--- src/rtl/core/ipc_pkg.sv ---
`default_nettype none
// ----------------------------------------------------------------------------
// ipc_pkg
// Shared types, character codes and operator helpers for the infix to
// postfix converter.
// ----------------------------------------------------------------------------
package ipc_pkg;

  // Default operator stack depth
  localparam int unsigned STACK_DEPTH_DEF = 32;

  // Character codes
  localparam logic [7:0] CH_OPEN  = 8'h28;  // '('
  localparam logic [7:0] CH_CLOSE = 8'h29;  // ')'
  localparam logic [7:0] CH_MUL   = 8'h2A;  // '*'
  localparam logic [7:0] CH_PLUS  = 8'h2B;  // '+'
  localparam logic [7:0] CH_MINUS = 8'h2D;  // '-'
  localparam logic [7:0] CH_DIV   = 8'h2F;  // '/'
  localparam logic [7:0] CH_POW   = 8'h5E;  // '^'
  localparam logic [7:0] CH_UP_A  = 8'h41;  // 'A'
  localparam logic [7:0] CH_UP_Z  = 8'h5A;  // 'Z'
  localparam logic [7:0] CH_LO_A  = 8'h61;  // 'a'
  localparam logic [7:0] CH_LO_Z  = 8'h7A;  // 'z'

  // Command codes
  localparam logic CMD_CHAR  = 1'b0;
  localparam logic CMD_FLUSH = 1'b1;

  // Operator codes as held on the stack
  typedef enum logic [2:0] {
    OP_NONE  = 3'd0,
    OP_OPEN  = 3'd1,
    OP_PLUS  = 3'd2,
    OP_MINUS = 3'd3,
    OP_MUL   = 3'd4,
    OP_DIV   = 3'd5,
    OP_POW   = 3'd6
  } op_code_e;

  // Stack commands from the sequencer
  typedef struct packed {
    logic push;
    logic pop;
    logic clear;
  } stk_ctrl_t;

  // Stack status back to the sequencer
  typedef struct packed {
    logic empty;
    logic full;
  } stk_stat_t;

  // Map a character to its operator code
  function automatic op_code_e code_of(input logic [7:0] sym);
    op_code_e code;
    case (sym)
      CH_OPEN:  code = OP_OPEN;
      CH_PLUS:  code = OP_PLUS;
      CH_MINUS: code = OP_MINUS;
      CH_MUL:   code = OP_MUL;
      CH_DIV:   code = OP_DIV;
      CH_POW:   code = OP_POW;
      default:  code = OP_NONE;
    endcase
    return code;
  endfunction

  // Operator precedence, '(' lowest
  function automatic logic [1:0] op_prec(input op_code_e code);
    logic [1:0] prec;
    case (code)
      OP_PLUS, OP_MINUS: prec = 2'd1;
      OP_MUL, OP_DIV:    prec = 2'd2;
      OP_POW:            prec = 2'd3;
      default:           prec = 2'd0;
    endcase
    return prec;
  endfunction

  // Operator code back to its character
  function automatic logic [7:0] op_ascii(input op_code_e code);
    logic [7:0] ch;
    case (code)
      OP_OPEN:  ch = CH_OPEN;
      OP_PLUS:  ch = CH_PLUS;
      OP_MINUS: ch = CH_MINUS;
      OP_MUL:   ch = CH_MUL;
      OP_DIV:   ch = CH_DIV;
      OP_POW:   ch = CH_POW;
      default:  ch = 8'h00;
    endcase
    return ch;
  endfunction

  // ASCII letter test
  function automatic logic is_letter(input logic [7:0] sym);
    return ((sym >= CH_LO_A) && (sym <= CH_LO_Z)) ||
           ((sym >= CH_UP_A) && (sym <= CH_UP_Z));
  endfunction

endpackage
`default_nettype wire

--- src/rtl/core/infix_to_postfix_converter_top.sv ---
`default_nettype none
// A letter is latched, then held in the hold-back slot, then loaded into the
// output register. An operator, parenthesis or flush stalls the input while
// the sequencer pops the stack, one entry per step. No new item is taken until
// the last one is done; an ignored byte causes no stall; an output stall holds
// the sequencer. Reset clears the fill count, error flags and sequencer; no
// clearing pass.
// ----------------------------------------------------------------------------
// infix_to_postfix_converter_top
// Shunting-yard converter: takes infix characters and streams out postfix.
// ----------------------------------------------------------------------------
module infix_to_postfix_converter_top #(
  parameter int unsigned STACK_DEPTH = ipc_pkg::STACK_DEPTH_DEF
) (
  input  wire        clk_i,
  input  wire        rst_ni,
  input  wire        in_valid_i,
  output logic       in_stall_o,
  input  wire        command_i,
  input  wire  [7:0] symbol_i,
  output logic       out_valid_o,
  input  wire        out_stall_i,
  output logic [7:0] out_symbol_o,
  output logic       end_marker_o,
  output logic       last_of_run_o,
  output logic [1:0] error_flags_o
);
  import ipc_pkg::*;

  typedef enum logic [2:0] {
    ST_IDLE = 3'b001,
    ST_RUN  = 3'b010,
    ST_FIN  = 3'b100
  } state_e;

  typedef enum logic [2:0] {
    KIND_FLUSH,
    KIND_LETTER,
    KIND_CLOSE,
    KIND_OPEN,
    KIND_OPER
  } kind_e;

  state_e     state_q, state_d;
  kind_e      kind_q, kind_d;
  logic       kind_ok;
  op_code_e   code_q;
  logic [7:0] sym_q;
  logic [1:0] err_q, err_d;

  // Hold-back slot: one emitted item waits here until its last flag is known
  logic       pend_valid_q, pend_valid_d;
  logic [7:0] pend_sym_q;
  logic       pend_end_q;
  logic [1:0] pend_err_q;

  logic       emit;
  logic [7:0] emit_sym;
  logic       emit_end;
  logic [1:0] emit_err;

  logic       out_valid_q;
  logic [7:0] out_sym_q;
  logic       out_end_q;
  logic       out_last_q;
  logic [1:0] out_err_q;
  logic       out_free;
  logic       out_load;
  logic       out_last;

  logic       accept;
  logic       step_go;

  stk_ctrl_t  stk_ctrl;
  stk_stat_t  stk_stat;
  op_code_e   stk_top;

  ipc_stack #(
    .STACK_DEPTH(STACK_DEPTH)
  ) u_stack (
    .clk_i  (clk_i),
    .rst_ni (rst_ni),
    .ctrl_i (stk_ctrl),
    .data_i (code_q),
    .top_o  (stk_top),
    .stat_o (stk_stat)
  );

  assign in_stall_o = (state_q != ST_IDLE);
  assign accept     = in_valid_i && (state_q == ST_IDLE);
  assign out_free   = !out_valid_q || !out_stall_i;
  assign step_go    = !pend_valid_q || out_free;

  // Classify the incoming item
  always_comb begin
    kind_d  = KIND_FLUSH;
    kind_ok = 1'b1;
    if (command_i == CMD_FLUSH) begin
      kind_d = KIND_FLUSH;
    end else if (is_letter(symbol_i)) begin
      kind_d = KIND_LETTER;
    end else if (symbol_i == CH_CLOSE) begin
      kind_d = KIND_CLOSE;
    end else if (code_of(symbol_i) == OP_OPEN) begin
      kind_d = KIND_OPEN;
    end else if (code_of(symbol_i) != OP_NONE) begin
      kind_d = KIND_OPER;
    end else begin
      kind_ok = 1'b0;
    end
  end

  // Sequencer: one stack step per cycle, unless the output holds it back
  always_comb begin
    state_d      = state_q;
    err_d        = err_q;
    stk_ctrl     = '0;
    emit         = 1'b0;
    emit_sym     = '0;
    emit_end     = 1'b0;
    emit_err     = '0;
    out_load     = 1'b0;
    out_last     = 1'b0;
    pend_valid_d = pend_valid_q;
    case (state_q)
      ST_IDLE: begin
        if (accept && kind_ok) begin
          state_d = ST_RUN;
        end
      end
      ST_RUN: begin
        if (step_go) begin
          case (kind_q)
            KIND_FLUSH: begin
              if (!stk_stat.empty) begin
                stk_ctrl.pop = 1'b1;
                if (stk_top == OP_OPEN || stk_top == OP_NONE) begin
                  err_d[1] = 1'b1;
                end else begin
                  emit     = 1'b1;
                  emit_sym = op_ascii(stk_top);
                end
              end else begin
                emit           = 1'b1;
                emit_end       = 1'b1;
                emit_err       = err_q;
                stk_ctrl.clear = 1'b1;
                err_d          = '0;
                state_d        = ST_FIN;
              end
            end
            KIND_LETTER: begin
              emit     = 1'b1;
              emit_sym = sym_q;
              state_d  = ST_FIN;
            end
            KIND_CLOSE: begin
              if (stk_stat.empty) begin
                err_d[1] = 1'b1;
                state_d  = ST_FIN;
              end else begin
                stk_ctrl.pop = 1'b1;
                if (stk_top == OP_OPEN) begin
                  state_d = ST_FIN;
                end else if (stk_top != OP_NONE) begin
                  emit     = 1'b1;
                  emit_sym = op_ascii(stk_top);
                end
              end
            end
            KIND_OPEN: begin
              stk_ctrl.push = 1'b1;
              if (stk_stat.full) begin
                err_d[0] = 1'b1;
              end
              state_d = ST_FIN;
            end
            KIND_OPER: begin
              if (!stk_stat.empty && stk_top != OP_OPEN &&
                  op_prec(stk_top) >= op_prec(code_q)) begin
                stk_ctrl.pop = 1'b1;
                emit         = 1'b1;
                emit_sym     = op_ascii(stk_top);
              end else begin
                stk_ctrl.push = 1'b1;
                if (stk_stat.full) begin
                  err_d[0] = 1'b1;
                end
                state_d = ST_FIN;
              end
            end
            default: begin
              state_d = ST_FIN;
            end
          endcase
          // Move the held item out once a newer one arrives
          if (emit) begin
            out_load     = pend_valid_q;
            pend_valid_d = 1'b1;
          end
        end
      end
      ST_FIN: begin
        if (!pend_valid_q) begin
          state_d = ST_IDLE;
        end else if (out_free) begin
          out_load     = 1'b1;
          out_last     = 1'b1;
          pend_valid_d = 1'b0;
          state_d      = ST_IDLE;
        end
      end
      default: begin
        state_d = ST_IDLE;
      end
    endcase
  end

  // Control registers
  always_ff @(posedge clk_i or negedge rst_ni) begin
    if (!rst_ni) begin
      state_q      <= ST_IDLE;
      err_q        <= '0;
      pend_valid_q <= 1'b0;
      out_valid_q  <= 1'b0;
    end else begin
      state_q      <= state_d;
      err_q        <= err_d;
      pend_valid_q <= pend_valid_d;
      if (out_load) begin
        out_valid_q <= 1'b1;
      end else if (!out_stall_i) begin
        out_valid_q <= 1'b0;
      end
    end
  end

  // Latch the accepted item
  always_ff @(posedge clk_i) begin
    if (accept) begin
      kind_q <= kind_d;
      code_q <= code_of(symbol_i);
      sym_q  <= symbol_i;
    end
  end

  // Hold-back slot payload
  always_ff @(posedge clk_i) begin
    if (emit) begin
      pend_sym_q <= emit_sym;
      pend_end_q <= emit_end;
      pend_err_q <= emit_err;
    end
  end

  // Output register payload
  always_ff @(posedge clk_i) begin
    if (out_load) begin
      out_sym_q  <= pend_sym_q;
      out_end_q  <= pend_end_q;
      out_err_q  <= pend_err_q;
      out_last_q <= out_last;
    end
  end

  assign out_valid_o   = out_valid_q;
  assign out_symbol_o  = out_sym_q;
  assign end_marker_o  = out_end_q;
  assign last_of_run_o = out_last_q;
  assign error_flags_o = out_err_q;

endmodule
`default_nettype wire

--- src/rtl/core/ipc_stack.sv ---
`default_nettype none
// ----------------------------------------------------------------------------
// ipc_stack
// Operator stack: a memory with a fill count and a registered top entry.
// The read address follows the next count, so the top is valid in every cycle that the stack is not empty.
// ----------------------------------------------------------------------------
module ipc_stack #(
  parameter int unsigned STACK_DEPTH = ipc_pkg::STACK_DEPTH_DEF
) (
  input  wire                 clk_i,
  input  wire                 rst_ni,
  input  ipc_pkg::stk_ctrl_t  ctrl_i,
  input  ipc_pkg::op_code_e   data_i,
  output ipc_pkg::op_code_e   top_o,
  output ipc_pkg::stk_stat_t  stat_o
);
  import ipc_pkg::*;

  localparam int unsigned CntW  = $clog2(STACK_DEPTH + 1);
  localparam int unsigned AddrW = $clog2(STACK_DEPTH);

  op_code_e           mem_q [STACK_DEPTH];
  op_code_e           rd_q;
  logic [CntW-1:0]    count_q;
  logic [CntW-1:0]    count_d;
  logic [CntW-1:0]    count_m1;
  logic [AddrW-1:0]   wr_addr;
  logic [AddrW-1:0]   rd_addr;
  logic               full;
  logic               empty;
  logic               wr_en;

  assign full  = (count_q == CntW'(STACK_DEPTH));
  assign empty = (count_q == '0);
  assign wr_en = ctrl_i.push && !full;

  // Next fill count
  always_comb begin
    count_d = count_q;
    if (ctrl_i.clear) begin
      count_d = '0;
    end else if (wr_en) begin
      count_d = count_q + CntW'(1);
    end else if (ctrl_i.pop && !empty) begin
      count_d = count_q - CntW'(1);
    end
  end

  // Address the entry that is top after this cycle
  assign count_m1 = count_d - CntW'(1);
  assign rd_addr  = (count_d == '0) ? '0 : count_m1[AddrW-1:0];
  assign wr_addr  = count_q[AddrW-1:0];

  always_ff @(posedge clk_i or negedge rst_ni) begin
    if (!rst_ni) begin
      count_q <= '0;
    end else begin
      count_q <= count_d;
    end
  end

  // Write on push, read the next top with bypass of a same-cycle write
  always_ff @(posedge clk_i) begin
    if (wr_en) begin
      mem_q[wr_addr] <= data_i;
    end
    if (wr_en && (wr_addr == rd_addr)) begin
      rd_q <= data_i;
    end else begin
      rd_q <= mem_q[rd_addr];
    end
  end

  assign top_o        = rd_q;
  assign stat_o.empty = empty;
  assign stat_o.full  = full;

endmodule
`default_nettype wire

--- config.mk ---
export PLATFORM = sky130hd
export DESIGN_NAME = infix_to_postfix_converter_top
export DESIGN_NICKNAME = d
export VERILOG_FILES = /design/src/rtl/core/ipc_pkg.sv /design/src/rtl/core/infix_to_postfix_converter_top.sv /design/src/rtl/core/ipc_stack.sv
export SDC_FILE = /design/constraint.sdc
export NUM_CORES = 1
export LEC_CHECK = 0
export BUFFER_PORTS_ARGS = -buffer_cell sky130_fd_sc_hd__buf_4
export CORE_ASPECT_RATIO = 1.2
export CORE_MARGIN = 2
export CORE_UTILIZATION = 45
export CTS_CLUSTER_SIZE = 40
export DETAILED_ROUTE_END_ITERATION = 12
export SYNTH_ARGS = -nofsm -noshare
export SYNTH_HDL_FRONTEND = slang
export SYNTH_SLANG_ARGS = --single-unit
--- constraint.sdc ---
create_clock -name clk_i -period 6.1 [get_ports clk_i]
set_clock_uncertainty 0.1 [all_clocks]
set_input_delay 0 -clock clk_i [delete_from_list [all_inputs] [get_ports clk_i]]
set_output_delay 0 -clock clk_i [all_outputs]
set_load 0.02 [all_outputs]
==> impl_metrics.csv, run 1 <==
group,metric,value,unit
status,status,"completed",
finish,nFillCells,1173,
synth,synth-edff-count,133,
timing,rsz0062_at_grt,"false",
finish,area_delta_synth_final,16.4,%
grt,grt_max_degree,35,
timing,period_share,85.7,%
setup_path,reg2reg_slack,0.87,ns
die,die_h,137,um
finish,diodes,0,
finish,nNetsFinal,502,
timing,timing.final.ws_setup,0.871,ns
job,maxCapViolCount,0,
pwr,p_leak,2.61,nW
die,dieWidth,115,um
setup_path,critical_path_arrival,5.43,ns
route,wl_met1,5310,um
finish,seqCellArea,0.00442,mm2
placed_design,placed_cells,625,
route,wl_per_cell,19.9,um
setup_path,crit_fanout,24,
route,route.met3.wl,422,um
placed_design,place_ws,0.882,ns
finish,mostFrequentLayoutCell,"edfxtp_1",
setup_path,crit_path_end_kind,"register",
route,drt-total-wl,13300,um
finish,multiInputGateArea,0.00211,mm2
synth,netlist_area,0.00666,mm2
grt,grt_pass1_wl,21300,um
synth,syn_nets,455,
synth,yosys_warnings,0,
grt,grt_pass1_vias,3922,
synth,syn_area_per_cell,15.3,um2
grt,grt_antenna_before_repair,0,
die,start_util,46.2,%
finish,most-common-layout-cells,"133 x edfxtp_1, 56 x nor2_1, 33 x buf_4",
clock_tree,post_cts_buffers,0,
placed_design,place.gp.congestion,0.863,
setup_path,start_kind,"register",
timing,post-route-min-period,5.23,ns
setup_path,worstRegToRegCells,21,
route,dr.first_iter.drc_count,273,
timing,slew_headroom,28.3,%
timing,tightest_slew,1.08,ns
grt,track_usage,18.3,%
clock_tree,cts_tree,"built",
route,highest_layer,"met4",
route,num_vias,3762,
pwr,ir_drop,0.184,mV
synth,synth_ff_type,"edfxtp_1",
setup_path,path_class,"reg2reg",
clock_tree,cts.sinks,151,
die,ios,27,
setup_path,crit_required,6.30,ns
synth,syn_inst,435,
clock_tree,clk_pin_slew,0.06,ns
pwr,p_per_area,411,mW/mm2
grt,gr-total-overflow,0,
placed_design,hpwl,9380,um
timing,hold_viol_final,0,
clock_tree,ctsHtreeMaxLevel,4,
route,drtAntennaViolNets,0,
clock_tree,cts_buffers,17,
clock_tree,clock_path_buffers,2,
route,avgViaCountPerCell,5.61,
synth,synth_cell_types,71,
die,core_area,0.0144,mm2
route,drc_errors,0,
clock_tree,root_buffer,"clkbuf_16",
timing,setup_viol,0,
hold_path,hp-class,"in2reg",
clock_tree,clk_latency,0.41,ns
synth,ys_seq_area_share,66.4,%
route,dr.pass1.iters,4,
timing,slew_viol_final,0,
synth,ys_seq_elements,151,
finish,drive_gt1_share,20.6,%
hold_path,hold_depth,2,
timing,fmax,0.191,GHz
placed_design,portBuffers,26,
die,dieArea,0.0158,mm2
synth,async_flop_share,8.61,%
die,num_rows,48,
timing,fin_setup_tns,0,ns
finish,finalNonFillerCells,670,
route,wl_met2,7290,um
-- through the flow --
step / util (%) / power [mW] / instance area, um2 / hold WS (ns)
2_1_floorplan: - / 1.97 / 6660 / -0.396
3_3_place_gp: 48.8 / 2.15 / 7030 / -0.247
3_5_place_dp: 48.8 / 2.17 / 7030 / -0.244
4_1_cts: 53.8 / 3.21 / 7750 / 0.212
5_1_grt: 53.8 / 3.35 / 7750 / 0.226
6_report: 53.8 / 3.19 / 7750 / 0.221
-- per-layer routing --
metal | global-route usage (%) | vias to the layer above
met5 | 0 | -
met4 | 7.43 | 0
met3 | 3.74 | 20
met2 | 32.6 | 80
met1 | 21.6 | 1877
li1 | - | 1785
-- synthesized netlist by cell type (all sizes together) (2+ instances only) --
library cell | n | area [um2]
nor4b | 2 | 17.5
o311ai | 2 | 17.5
nand2 | 30 | 113
nand2b | 3 | 18.8
dfxtp | 5 | 100
nor2 | 57 | 216
mux4 | 30 | 702
and3 | 3 | 18.8
dfrtp | 12 | 300
o21ai | 13 | 65.1
a311oi | 2 | 17.5
xor2 | 3 | 33.8
a21oi | 13 | 68.8
inv | 9 | 33.8
or4 | 2 | 15.0
and3b | 2 | 17.5
nor4 | 3 | 18.8
edfxtp | 133 | 3990
nand3b | 3 | 22.5
xnor2 | 5 | 43.8
a22oi | 2 | 15.0
buf | 5 | 46.3
nand3 | 6 | 30.0
clkbuf | 13 | 48.8
o211ai | 3 | 22.5
nor2b | 5 | 31.3
or3 | 6 | 37.5
ha | 7 | 87.6
or2 | 2 | 12.5
nor3b | 3 | 22.5
nor3 | 12 | 60.1
mux2i | 5 | 78.8
and2 | 8 | 52.6
-- power breakdown --
group	internal [mW]	switching [mW]	total, mW
Clock	0.612	0.423	1.03
Sequential	1.20	0.106	1.31
Combinational	0.387	0.455	0.842
-- worst paths after layout --
check / from / endpoint
min in group asynchronous: rst_ni / state_q[0]
min reg2reg: pend_sym_q[4] / out_symbol_o[4]
max: register / register
max reg2reg: register / register
max in group asynchronous: rst_ni / out_valid_o
min: in_valid_i / sym_q[3]
-- repair_timing --
action,4_1_cts,5_1_grt
endpoints found under the setup margin,0,0
gates resized for setup,0,0
endpoints found under the hold margin,31,0
hold buffers,13,0
-- cell type report --
cell class	instances	share of cell area [%]
Tap cell	175	2.82
Sequential cell	151	57.0
Multi-Input combinational cell	257	27.2
Timing Repair Buffer	46	4.87
Clock inverter	15	2.15
Inverter	9	0.436
Clock buffer	17	5.49
-- kinds of logic after synthesis --
logic type,count (synthesis),synth area share [%]
simple gates,155,11.8
mux,35,11.7
flops,151,66.4
fa+ha+maj,7,1.32
compound gates,52,5.68
buf+inv,27,1.94
xor+xnor,8,1.17
-- sequential cells by signal, indices dropped and copies added, names as in the netlist, named ones only --
signal	flops
u_stack.mem_q	96
out_symbol_o	8
pend_sym_q	8
sym_q	8
u_stack.count_q	6
code_q	3
kind_q	3
state_q	3
err_q	2
error_flags_o	2
pend_err_q	2
end_marker_o	1
last_of_run_o	1
out_valid_o	1
pend_end_q	1
pend_valid_q	1
-- worst max-delay path, stage by stage, from the launching register on --
cell and delay (ns):
dfxtp_1 0.31, buf_4 0.37, mux4_2 0.59, mux4_2 0.49, mux2i_2 0.20, buf_4 0.23
o21bai_1 0.09, ha_1 0.27, nand2b_1 0.09, a21oi_1 0.07, nor4_1 0.34, a21bo_2 0.33
nand3_1 0.22, and2_1 0.27, xnor2_1 0.13, nor2_1 0.09, inv_1 0.09, ha_1 0.18
inv_1 0.06, a211oi_2 0.24, and3b_1 0.27, nor2_1 0.07
Power figures use the tool's default switching activity.
==> inputs of run 2 (changes only) <==
Settings changed: ABC_AREA set to 1.
==> impl_metrics.csv, run 2 <==
group,metric,value,unit
synth,synth_most_common_cell,"nand2_1",
die,dieArea,0.0164,mm2
setup_path,crit_path_end_kind,"register",
placed_design,dpl_cell_area,0.00728,mm2
grt,grt_pass1_vias,5015,
timing,post-route-min-period,4.34,ns
route,num_vias,4961,
synth,syn_nets,722,
synth,async_flop_share,8.61,%
die,die_h,140,um
pwr,total_power,3.51,mW
finish,mostFrequentLayoutCell,"nand2_1",
route,wl_met2,8050,um
job,maxCapViolCount,0,
finish,regMostFlops,"u_stack.mem_q",
hold_path,hp-start,"symbol_i[0]",
die,ios,27,
die,num_rows,49,
clock_tree,clock_path_buffers,2,
finish,area_delta_synth_final,15.4,%
placed_design,place_ws,1.72,ns
clock_tree,ctsHtreeMaxLevel,4,
timing,slew_headroom,20.0,%
clock_tree,clk_latency,0.43,ns
clock_tree,root_buffer,"clkbuf_16",
synth,synthTopCellsByArea,"edfxtp_1 58%, nand2_1 10%, nand3_1 7.2%",
grt,grt_pass1_wl,24700,um
grt,grt_max_degree,49,
finish,largest_reg_flops,96,
timing,tightest_slew,1.19,ns
route,route.met3.wl,709,um
finish,most-common-layout-cells,"187 x nand2_1, 133 x edfxtp_1, 100 x nand3_1",
synth,synth-edff-count,133,
die,core_area,0.0150,mm2
clock_tree,cts_buffers,17,
finish,diodes,0,
timing,period_share,71.1,%
route,drt-total-wl,15300,um
timing,setup_viol,0,
setup_path,crit_fanout,48,
route,drtAntennaViolNets,0,
placed_design,hpwl,10300,um
clock_tree,cts_resized,0,
synth,yosys_warnings,0,
synth,netlist_area,0.00693,mm2
pwr,p_leak,3.17,nW
hold_path,hp-class,"in2reg",
grt,grt_antenna_before_repair,0,
clock_tree,cts_tree,"built",
timing,rsz0062_at_grt,"false",
timing,timing.final.ws_setup,1.76,ns
setup_path,start_kind,"register",
synth,netlist.area_leader.share,57.6,%
route,highest_layer,"met4",
timing,fin_setup_tns,0,ns
pwr,ir_drop,0.232,mV
grt,gr-total-overflow,0,
placed_design,place.gp.congestion,0.840,
timing,slew_viol_final,0,
status,status,"completed",
route,avgViaCountPerCell,5.16,
finish,drive_gt1_share,10.9,%
timing,hold_viol_final,0,
setup_path,path_class,"reg2reg",
setup_path,crit_required,6.11,ns
synth,ys_seq_area_share,63.8,%
route,dr.pass1.iters,5,
route,dr.first_iter.drc_count,355,
synth,synth_cell_types,40,
clock_tree,clk_pin_slew,0.06,ns
route,wl_met1,6150,um
route,wl_per_cell,15.9,um
pwr,p_per_area,438,mW/mm2
setup_path,critical_path_arrival,4.34,ns
synth,ys_seq_elements,151,
synth,syn_inst,702,
route,drc_errors,0,
die,start_util,46.1,%
finish,fin_area,0.00800,mm2
finish,nNetsFinal,765,
synth,syn_area_per_cell,9.87,um2
synth,yosysTopAreaCell,"edfxtp_1",
synth,synth_ff_type,"edfxtp_1",
die,dieWidth,117,um
timing,fmax,0.231,GHz
synth,synth_commonest_cells,"187 x nand2_1, 133 x edfxtp_1, 100 x nand3_1",
finish,utilization,53.3,%
clock_tree,cts.sinks,151,
placed_design,portBuffers,26,
grt,track_usage,20.1,%
## run 2: final cells by class
cell class                 count  area, um2
sequential                   151       4420
inverter                      75        282
tap                          204        255
clock inverter                15        155
fill                        1349       7020
clock buffer                  17        425
timing repair buffer          45        373
multi-input combinational    455       2090
## run 2: critical path: stages (launching register included)
cell and delay, ns:
dfxtp_1 0.32, inv_2 0.58, nand2_1 0.11, nand3_1 0.12
nand3_1 0.10, nand3_1 0.12, nand2_1 0.06, nand2_1 0.07
nand2_2 0.09, inv_1 0.13, nand2_1 0.11, nor2_1 0.13
nor2_1 0.06, ha_1 0.28, o21a_1 0.18, o21ai_0 0.13
inv_1 0.08, nand3_1 0.08, nand2_1 0.26, inv_2 0.21
nand2_1 0.30, nor2_1 0.35
## run 2: worst paths after layout
check	to	slack, ns	cells past startpoint
max in group asynchronous	u_stack.count_q[0]	4.40	4
hold / removal	sym_q[0]	0.21	2
setup reg to reg	u_stack.mem_q[13][2]	1.76	21
setup / recovery	u_stack.mem_q[13][2]	1.76	21
min in group asynchronous	state_q[0]	0.49	3
hold reg to reg	out_symbol_o[3]	0.31	0
## run 2: repair_timing
action	CTS	global route
hold endpoints to repair	32	0
setup buffers	0	0
hold buffers	14	0
## run 2: kinds of logic (layout without fill, tap and decap cells)
logic type,count (synthesis),count (layout),synth area share (%)
simple gates,405,405,25.0
flops,151,151,63.8
buf+inv,96,152,6.08
compound gates,39,39,3.36
fa+ha+maj,7,7,1.26
xor+xnor,4,4,0.506
## run 2: power breakdown
group	switching (mW)	internal (mW)	leakage, nW
combinational	0.810	0.353	1.51
clock	0.417	0.601	0.271
sequential	0.0794	1.25	1.39
total	1.31	2.20	3.17
## run 2: through the flow
step                cells  hold slack, ns
detailed placement    916          -0.242
CTS                   962           0.192
finish                962           0.213
global route          962           0.214
floorplan             702          -0.396
global placement      916          -0.242
## run 2: metal layers
| metal | GRT usage [%] | vias to the layer above |
|---|---|---|
| met1 | 23.8 | 2364 |
| met3 | 5.15 | 29 |
| met2 | 34.5 | 124 |
| met4 | 7.99 | 0 |
| met5 | 0 | - |
| li1 | - | 2444 |
